## src/rtl/core/dltq_pkg.sv

```systemverilog
// shared types and constants for the delta list timer queue
package dltq_pkg;

  localparam int DELTA_W         = 16;
  localparam int HANDLE_W        = 8;
  localparam int STATUS_W        = 2;
  localparam int DEF_QUEUE_DEPTH = 8;
  localparam int DEF_HANDLE_BITS = 8;

  localparam logic [STATUS_W-1:0] ST_OK    = 2'd0;
  localparam logic [STATUS_W-1:0] ST_FULL  = 2'd1;
  localparam logic [STATUS_W-1:0] ST_EMPTY = 2'd2;

  localparam logic KIND_PUSH   = 1'b0;
  localparam logic KIND_EXPIRE = 1'b1;

  typedef enum logic [1:0] {
    OP_HOLD,
    OP_INSERT,
    OP_POP
  } op_t;

  typedef struct packed {
    logic               valid;
    logic [DELTA_W-1:0] prev;
  } tok_t;

  typedef struct packed {
    op_t                op;
    logic               head;
    logic [DELTA_W-1:0] adj_delta;
  } cmd_t;

endpackage

```

## src/rtl/core/delta_list_timer_queue_unit.sv

```systemverilog
// top level of the delta list timer queue: control sequencer and row of entry cells
//
// One-shot timer queue kept as a delta list in a row of QUEUE_DEPTH cells, cell 0 being
// the head. An expire, a push that becomes the new head, a push to a full queue and an
// expire on an empty queue are done in the accept cycle and give their result item on the
// next cycle. A push that lands behind the head sends a running-sum token down the cells,
// one cell per clock, starting at cell 0; the cell where the sum reaches the delay (or the
// first free cell) is the insertion point k, and the S_INSERT state then shifts the tail up.
// A new item is accepted only once the previous result item has been taken.
module delta_list_timer_queue_unit #(
  parameter int QUEUE_DEPTH = dltq_pkg::DEF_QUEUE_DEPTH,
  parameter int HANDLE_BITS = dltq_pkg::DEF_HANDLE_BITS
) (
  input  logic                          clk,
  input  logic                          rst_n,
  input  logic                          in_valid,
  output logic                          in_ready,
  input  logic                          in_kind,
  input  logic [dltq_pkg::DELTA_W-1:0]  in_delay_ticks,
  input  logic [dltq_pkg::HANDLE_W-1:0] in_task_handle,
  input  logic [dltq_pkg::DELTA_W-1:0]  in_ticks_remaining,
  output logic                          out_valid,
  input  logic                          out_ready,
  output logic                          out_reload_valid,
  output logic [dltq_pkg::DELTA_W-1:0]  out_reload_ticks,
  output logic                          out_fired_valid,
  output logic [dltq_pkg::HANDLE_W-1:0] out_fired_handle,
  output logic [dltq_pkg::STATUS_W-1:0] out_status
);
  import dltq_pkg::*;

  localparam int IDX_W = $clog2(QUEUE_DEPTH);
  localparam int CNT_W = $clog2(QUEUE_DEPTH + 1);
  localparam int HB    = HANDLE_BITS;

  typedef enum logic [1:0] {
    S_IDLE,
    S_SCAN,
    S_INSERT
  } state_t;

  state_t              state_r, state_nxt;
  logic [CNT_W-1:0]    count_r, count_nxt;
  logic [HB-1:0]       h_r, h_nxt;
  logic [DELTA_W-1:0]  d_r, d_nxt;
  logic [IDX_W-1:0]    k_r, k_nxt;
  logic [DELTA_W-1:0]  nd_r, nd_nxt;
  tok_t                inj_r, inj_nxt;
  logic                out_valid_r, out_valid_nxt;
  logic                rv_r, rv_nxt;
  logic [DELTA_W-1:0]  rt_r, rt_nxt;
  logic                fv_r, fv_nxt;
  logic [HANDLE_W-1:0] fh_r, fh_nxt;
  logic [STATUS_W-1:0] st_r, st_nxt;

  logic                     accept;
  logic                     full, empty, head_push;
  logic [HB+HANDLE_W-1:0]   in_h_ext, head_h_ext;
  logic [HB-1:0]            in_h;
  cmd_t                     cmd;
  logic [IDX_W-1:0]         ins_k;
  logic [HB-1:0]            ins_handle;
  logic [DELTA_W-1:0]       ins_delta;
  logic                     scan_hit;
  logic [IDX_W-1:0]         sel_k;
  logic [DELTA_W-1:0]       sel_prev;

  tok_t                     tok_c [QUEUE_DEPTH+1];
  logic [QUEUE_DEPTH-1:0]   hit_v;
  logic [QUEUE_DEPTH-1:0]   occ_v;
  logic [HB-1:0]            handle_q [QUEUE_DEPTH];
  logic [DELTA_W-1:0]       delta_q [QUEUE_DEPTH];

  assign accept     = in_valid && in_ready;
  assign in_ready   = (state_r == S_IDLE) && !out_valid_r;
  assign full       = (count_r == CNT_W'(QUEUE_DEPTH));
  assign empty      = (count_r == '0);
  assign head_push  = empty || (in_delay_ticks <= in_ticks_remaining);
  assign in_h_ext   = {{HB{1'b0}}, in_task_handle};
  assign in_h       = in_h_ext[HB-1:0];
  assign head_h_ext = {{HANDLE_W{1'b0}}, handle_q[0]};

  assign tok_c[0] = inj_r;

  genvar j;
  generate
    for (j = 0; j < QUEUE_DEPTH; j++) begin : g_cell
      logic [HB-1:0]      lh, rh;
      logic [DELTA_W-1:0] ld, rd;

      assign occ_v[j] = (CNT_W'(j) < count_r);

      if (j == 0) begin : g_first
        assign lh = '0;
        assign ld = '0;
      end else begin : g_mid_l
        assign lh = handle_q[j-1];
        assign ld = delta_q[j-1];
      end

      if (j == QUEUE_DEPTH - 1) begin : g_last
        assign rh = '0;
        assign rd = '0;
      end else begin : g_mid_r
        assign rh = handle_q[j+1];
        assign rd = delta_q[j+1];
      end

      dltq_cell #(
        .IDX   (j),
        .IDX_W (IDX_W),
        .HB    (HB)
      ) u_cell (
        .clk          (clk),
        .rst_n        (rst_n),
        .occ          (occ_v[j]),
        .tok_in       (tok_c[j]),
        .tok_out      (tok_c[j+1]),
        .hit          (hit_v[j]),
        .cmd          (cmd),
        .ins_k        (ins_k),
        .ins_handle   (ins_handle),
        .ins_delta    (ins_delta),
        .req_delta    (d_r),
        .left_handle  (lh),
        .left_delta   (ld),
        .right_handle (rh),
        .right_delta  (rd),
        .handle_q     (handle_q[j]),
        .delta_q      (delta_q[j])
      );
    end
  endgenerate

  // insertion point from the one-hot hit vector
  always_comb begin
    sel_k    = '0;
    sel_prev = '0;
    for (int i = 0; i < QUEUE_DEPTH; i++) begin
      if (hit_v[i]) begin
        sel_k    = sel_k | IDX_W'(i);
        sel_prev = sel_prev | tok_c[i].prev;
      end
    end
    scan_hit = (|hit_v) || tok_c[QUEUE_DEPTH].valid;
  end

  always_comb begin
    state_nxt     = state_r;
    count_nxt     = count_r;
    h_nxt         = h_r;
    d_nxt         = d_r;
    k_nxt         = k_r;
    nd_nxt        = nd_r;
    inj_nxt.valid = 1'b0;
    inj_nxt.prev  = inj_r.prev;
    out_valid_nxt = out_valid_r && !out_ready;
    rv_nxt        = rv_r;
    rt_nxt        = rt_r;
    fv_nxt        = fv_r;
    fh_nxt        = fh_r;
    st_nxt        = st_r;
    cmd.op        = OP_HOLD;
    cmd.head      = 1'b0;
    cmd.adj_delta = '0;
    ins_k         = k_r;
    ins_handle    = h_r;
    ins_delta     = nd_r;

    unique case (state_r)
      S_IDLE: begin
        if (accept) begin
          out_valid_nxt = 1'b1;
          rv_nxt        = 1'b0;
          rt_nxt        = '0;
          fv_nxt        = 1'b0;
          fh_nxt        = '0;
          st_nxt        = ST_OK;
          if (in_kind == KIND_PUSH) begin
            if (full) begin
              st_nxt = ST_FULL;
            end else if (head_push) begin
              cmd.op        = OP_INSERT;
              cmd.head      = 1'b1;
              cmd.adj_delta = in_ticks_remaining - in_delay_ticks;
              ins_k         = '0;
              ins_handle    = in_h;
              ins_delta     = '0;
              count_nxt     = count_r + CNT_W'(1);
              rv_nxt        = 1'b1;
              rt_nxt        = in_delay_ticks;
            end else begin
              out_valid_nxt = 1'b0;
              h_nxt         = in_h;
              d_nxt         = in_delay_ticks;
              inj_nxt.valid = 1'b1;
              inj_nxt.prev  = in_ticks_remaining;
              state_nxt     = S_SCAN;
            end
          end else begin
            if (empty) begin
              st_nxt = ST_EMPTY;
            end else begin
              cmd.op    = OP_POP;
              count_nxt = count_r - CNT_W'(1);
              fv_nxt    = 1'b1;
              fh_nxt    = head_h_ext[HANDLE_W-1:0];
              if (count_r != CNT_W'(1)) begin
                rv_nxt = 1'b1;
                rt_nxt = delta_q[1];
              end
            end
          end
        end
      end
      S_SCAN: begin
        if (scan_hit) begin
          k_nxt     = sel_k;
          nd_nxt    = d_r - sel_prev;
          state_nxt = S_INSERT;
        end
      end
      S_INSERT: begin
        cmd.op        = OP_INSERT;
        count_nxt     = count_r + CNT_W'(1);
        out_valid_nxt = 1'b1;
        rv_nxt        = 1'b0;
        rt_nxt        = '0;
        fv_nxt        = 1'b0;
        fh_nxt        = '0;
        st_nxt        = ST_OK;
        state_nxt     = S_IDLE;
      end
      default: begin
        state_nxt = S_IDLE;
      end
    endcase
  end

  always_ff @(posedge clk) begin
    if (!rst_n) begin
      state_r     <= S_IDLE;
      count_r     <= '0;
      inj_r.valid <= 1'b0;
      out_valid_r <= 1'b0;
    end else begin
      state_r     <= state_nxt;
      count_r     <= count_nxt;
      inj_r.valid <= inj_nxt.valid;
      out_valid_r <= out_valid_nxt;
    end
    inj_r.prev <= inj_nxt.prev;
    h_r        <= h_nxt;
    d_r        <= d_nxt;
    k_r        <= k_nxt;
    nd_r       <= nd_nxt;
    rv_r       <= rv_nxt;
    rt_r       <= rt_nxt;
    fv_r       <= fv_nxt;
    fh_r       <= fh_nxt;
    st_r       <= st_nxt;
  end

  assign out_valid        = out_valid_r;
  assign out_reload_valid = rv_r;
  assign out_reload_ticks = rt_r;
  assign out_fired_valid  = fv_r;
  assign out_fired_handle = fh_r;
  assign out_status       = st_r;

endmodule

```

## src/rtl/core/dltq_cell.sv

```systemverilog
// one queue entry: handle, delta, running-sum token stage and shift logic
module dltq_cell #(
  parameter int IDX   = 0,
  parameter int IDX_W = 3,
  parameter int HB    = 8
) (
  input  logic                        clk,
  input  logic                        rst_n,
  input  logic                        occ,
  input  dltq_pkg::tok_t              tok_in,
  output dltq_pkg::tok_t              tok_out,
  output logic                        hit,
  input  dltq_pkg::cmd_t              cmd,
  input  logic [IDX_W-1:0]            ins_k,
  input  logic [HB-1:0]               ins_handle,
  input  logic [dltq_pkg::DELTA_W-1:0] ins_delta,
  input  logic [dltq_pkg::DELTA_W-1:0] req_delta,
  input  logic [HB-1:0]               left_handle,
  input  logic [dltq_pkg::DELTA_W-1:0] left_delta,
  input  logic [HB-1:0]               right_handle,
  input  logic [dltq_pkg::DELTA_W-1:0] right_delta,
  output logic [HB-1:0]               handle_q,
  output logic [dltq_pkg::DELTA_W-1:0] delta_q
);
  import dltq_pkg::*;

  localparam logic [IDX_W:0] MY_IDX = (IDX_W+1)'(IDX);

  logic [HB-1:0]      handle_r, handle_nxt;
  logic [DELTA_W-1:0] delta_r, delta_nxt;
  tok_t               tok_r, tok_nxt;
  logic [DELTA_W:0]   sum_w;
  logic [DELTA_W-1:0] sat_w;
  logic               at_k, after_k, next_k;
  logic [IDX_W:0]     k_ext;

  assign k_ext   = {1'b0, ins_k};
  assign at_k    = (k_ext == MY_IDX);
  assign after_k = (k_ext < MY_IDX);
  assign next_k  = ((k_ext + (IDX_W+1)'(1)) == MY_IDX);

  // saturating running sum
  always_comb begin
    sum_w = {1'b0, tok_in.prev} + {1'b0, delta_r};
    sat_w = sum_w[DELTA_W] ? '1 : sum_w[DELTA_W-1:0];
  end

  // head cell only forwards the token
  always_comb begin
    if (MY_IDX == '0) begin
      hit          = 1'b0;
      tok_nxt.prev = tok_in.prev;
    end else begin
      hit          = tok_in.valid && (!occ || (sat_w >= req_delta));
      tok_nxt.prev = sat_w;
    end
    tok_nxt.valid = tok_in.valid && !hit;
  end

  always_comb begin
    handle_nxt = handle_r;
    delta_nxt  = delta_r;
    case (cmd.op)
      OP_INSERT: begin
        if (at_k) begin
          handle_nxt = ins_handle;
          delta_nxt  = ins_delta;
        end else if (after_k) begin
          handle_nxt = left_handle;
          if (next_k) begin
            delta_nxt = cmd.head ? cmd.adj_delta : (left_delta - ins_delta);
          end else begin
            delta_nxt = left_delta;
          end
        end
      end
      OP_POP: begin
        handle_nxt = right_handle;
        delta_nxt  = right_delta;
      end
      default: begin
        handle_nxt = handle_r;
        delta_nxt  = delta_r;
      end
    endcase
  end

  always_ff @(posedge clk) begin
    if (!rst_n) begin
      tok_r.valid <= 1'b0;
    end else begin
      tok_r.valid <= tok_nxt.valid;
    end
    tok_r.prev <= tok_nxt.prev;
    handle_r   <= handle_nxt;
    delta_r    <= delta_nxt;
  end

  assign tok_out  = tok_r;
  assign handle_q = handle_r;
  assign delta_q  = delta_r;

endmodule
```

## config.mk

```make
export PLATFORM = sky130hd
export DESIGN_NAME = delta_list_timer_queue_unit
export DESIGN_NICKNAME = d
export VERILOG_FILES = /design/src/rtl/core/dltq_pkg.sv /design/src/rtl/core/delta_list_timer_queue_unit.sv /design/src/rtl/core/dltq_cell.sv
export SDC_FILE = /design/constraint.sdc
export NUM_CORES = 2
export LEC_CHECK = 0
export BUFFER_PORTS_ARGS = -buffer_cell sky130_fd_sc_hd__buf_2
export CAP_MARGIN = 30
export CORE_MARGIN = 1
export CORE_UTILIZATION = 55
export CTS_CLUSTER_SIZE = 14
export DETAILED_ROUTE_END_ITERATION = 6
export HOLD_SLACK_MARGIN = 0.15
export PLACE_DENSITY = 0.74
export REMOVE_ABC_BUFFERS = 1
export SKIP_CTS_REPAIR_TIMING = 1
export SYNTH_ARGS = -nofsm -noshare
export SYNTH_HDL_FRONTEND = slang
export SYNTH_SLANG_ARGS = --single-unit
```

## constraint.sdc

```tcl
create_clock -name clk -period 6.64 [get_ports clk]
set_input_delay 1.328 -clock clk [delete_from_list [all_inputs] [get_ports clk]]
set_output_delay 1.328 -clock clk [all_outputs]
set_load 0.03 [all_outputs]
```

==> flow_summary.toml <==
[synth]
synth_cell_types = 90
avgSynthCellArea_um2 = 9.06
yosysTopAreaCellShare_pct = 26.6
syn_area_um2 = 31400
synth_top_cell_by_area = "edfxtp_1"
synth-async-reset-ratio_pct = 0
syn_inst = 3470
ys_warn_count = 0
ys_seq_area_share_pct = 34.8
ys.flop_type = "edfxtp_1"
ys_seq_elements = 407
synthTopCellsByArea = "edfxtp_1, ha_1, dfxtp_1"
synth_edf_count = 279

[final_layout]
syn_to_final_growth_pct = 24.8
fill_cells = 4474
layout-drive-gt1-share_pct = 22.3
layout.nets = 4481

[worst_setup_path]
crit_required_ns = 6.96
start_kind = "register"
max_stage_delay_ns = 0.43
worstSetupPathType = "register to register"
crit_path_frequent_cell = "a21oi_2"
cp_max_fo = 7
worst_ep_arrival_time_ns = 7.13
worstSetupEndpointType = "register"
ff2ff_path_depth = 34
crit_slowest_cell = "edfxtp_1"

[power_and_ir_drop]
ir_drop_mv = 0.259
p_int_mw = 9.45
cellLeakagePower_nw = 16.5
swShare_pct = 41.7
seqPwrFrac_pct = 24.5
p_comb_share_pct = 57.6
power_mw = 16.2
p_per_area_nw_per_um2 = 413
p_clk_share_pct = 17.9
switchingPower_mw = 6.76

[global_routing]
grt_pass1_wl_mm = 172
first_global_vias = 28512
gr-total-overflow = 0
grt_max_degree = 120
track_usage_pct = 40.4
antenna_found_initial = 2

[status]
status = "finished with violations"
failed_checks = "DRC, setup timing"

[clock_tree]
cts_sinks = 407
htree_levels = 2
cts_tree = "yes"
cts_root_buf = "clkbuf_16"
clk-insertion-delay-late_ns = 0.63
cts_buffers = 49
cts_max_path_buffers = 3
clk_pin_slew_worst_paths_ns = 0.07

[hold_path]
hp-class = "register to register"
hold_path_depth = 0

[floorplanning]
die_h_um = 241
die_area_um2 = 58100
fp.dieW_um = 241
core_area_um2 = 56500
rows = 87
ioPinCount = 75
start_util_pct = 55.7

[timing]
finalWorstPathRequiredPeriod_ns = 6.81
setup_viol = 4
setup_slack_ns = -0.171
fin_skew_ns = 0.0321
relSlewSlack_pct = 31.1
finalCritPeriodShare_pct = 103
worstMarginPinSlew_ns = 1.03
max_freq_mhz = 147
hold_violations = 0
drv_slew = 0
rsz0062_at_grt = "true"

[place]
dp_hpwl_mm = 93.5
place.gp.congestion = 1.07
port_buffers = 74
place_ws_ns = -0.754

[routing]
dr.pass1.iters = 7
wl_per_cell_um = 24.7
dr_total_vias = 31032
totalWireLength_mm = 120
initialDrtViolationCount = 4068
vias_per_cell = 6.40
route.detailed.drc = 25
final_antenna_net_count = 0

[run]
maxCapViolCount = 0
per-layer routing:
layer,up-vias,share of wire [%],global-route usage [%]
met1,14691,40,53.7
li1,14204,-,-
met2,1796,43,61.7
met3,339,12,8.97
met5,-,0.011,0
met4,2,5.6,20.6
cells in the final DEF, fill, tap and decap left out, types with 14 or more instances in the layout:
| master | instances |
|---|---|
| o21bai_1 | 23 |
| buf_2 | 74 |
| nand4_1 | 21 |
| buf_12 | 15 |
| a222oi_1 | 29 |
| a211oi_1 | 62 |
| dfxtp_1 | 127 |
| xor2_1 | 60 |
| ha_1 | 351 |
| nand3_1 | 68 |
| mux2_2 | 14 |
| nor2b_1 | 49 |
| a2bb2oi_1 | 15 |
| inv_1 | 162 |
| nor2_1 | 198 |
| edfxtp_1 | 279 |
| nand2b_1 | 38 |
| and3_1 | 24 |
| a21oi_2 | 17 |
| o31ai_1 | 19 |
| o211ai_1 | 68 |
| a21o_1 | 69 |
| clkbuf_16 | 51 |
| o21ai_0 | 273 |
| o21ai_2 | 14 |
| nor3_1 | 88 |
| o21ai_1 | 26 |
| nand2_1 | 379 |
| a21oi_1 | 225 |
| o21a_1 | 40 |
| mux2i_1 | 67 |
| a22oi_1 | 26 |
| xnor2_1 | 90 |
| buf_4 | 569 |
| and2_1 | 30 |
| or3_1 | 28 |
| a31oi_1 | 30 |
through the flow:
step                      hold WS [ns]  TNS, ns  std cells  area, µm²  util, %
after floorplan                  0.323  -870.94       3329      30800        -
after global placement           0.324    -2.54       4731      36700     65.0
after detailed placement         0.328    -3.39       4731      36700     65.0
after CTS                        0.340    -3.89       4822      38400     68.0
after global routing             0.346    -1.54       4848      39200     69.5
final                            0.341   -0.444       4849      39200     69.5
logic make-up (layout without fill, tap and decap cells):
group | count (synthesis) | count (layout) | share of synthesized area [%]
compound gates | 1107 | 1107 | 22.9
simple gates | 1036 | 1036 | 15.8
flops | 407 | 407 | 34.8
fa+ha+maj | 384 | 384 | 15.7
buf+inv | 304 | 926 | 4.01
xor+xnor | 151 | 151 | 4.25
mux | 81 | 81 | 2.63
other cells | 0 | 1 | 0
Yosys cell counts, drive strengths merged, types with 30 or more instances:
cell type  number
nor2          200
clkbuf         88
a211oi         70
a21o           69
nor3           92
mux2i          67
nand3          70
nand2         384
nor2b          54
o211ai         68
a31oi          38
or3            30
inv           162
edfxtp        279
buf            53
xnor2          90
ha            368
a21oi         242
xor2           60
o21ai         314
o21a           41
nand2b         41
and2           32
dfxtp         128
worst max-delay path, delay by kind of cell (launching register included):
family | cells | cell delay, ns
flops | 1 | 0.43
fa+ha+maj | 4 | 1.16
simple gates | 2 | 0.21
buf+inv | 6 | 0.97
compound gates | 22 | 3.70
registers in the layout, summed over array words and instances, names as in the netlist:
signal,cells
h_r,8
g_cell.u_cell.handle_q,64
out_status,2
d_r,16
out_reload_ticks,16
nd_r,16
inj_r,17
state_r,2
k_r,3
out_fired_handle,8
count_r,4
out_valid,1
g_cell.u_cell.tok_out,120
out_reload_valid,1
out_fired_valid,1
g_cell.u_cell.delta_q,128
power by group through the flow:
stage | sequential, mW | clock [mW] | combinational [mW]
2_1_floorplan | 3.89 | 0 | 5.11
4_1_cts | 3.95 | 2.90 | 8.69
3_5_place_dp | 3.99 | 0 | 8.63
6_report | 3.98 | 2.89 | 9.34
5_1_grt | 4.01 | 3.00 | 10.1
3_3_place_gp | 3.98 | 0 | 8.49
layout make-up:
type                       count  area [µm²]  share of cell area, %
timing repair buffer         672        5100                   13.0
multi-input combinational   2759       19900                   50.8
clock buffer                  66        1390                   3.55
tap                          756         946                   2.41
antenna                        1        2.50                0.00638
sequential                   407       10900                   27.9
inverter                     163         612                   1.56
clock inverter                25         307                  0.781
path summary, 6_finish.rpt:
kind	from	endpoint	slack [ns]
worst max-delay path	g_cell[1].u_cell.delta_q[0]$_DFFE_PP_	nd_r[14]$_DFFE_PP_	-0.17
worst max register to register	g_cell[1].u_cell.delta_q[0]$_DFFE_PP_	nd_r[14]$_DFFE_PP_	-0.17
worst min-delay path	inj_r[14]$_DFFE_PP_	g_cell[0].u_cell.tok_out[14]$_DFF_P_	0.34
worst min register to register	inj_r[14]$_DFFE_PP_	g_cell[0].u_cell.tok_out[14]$_DFF_P_	0.34
Note: power is estimated with default switching activity, not from simulation.
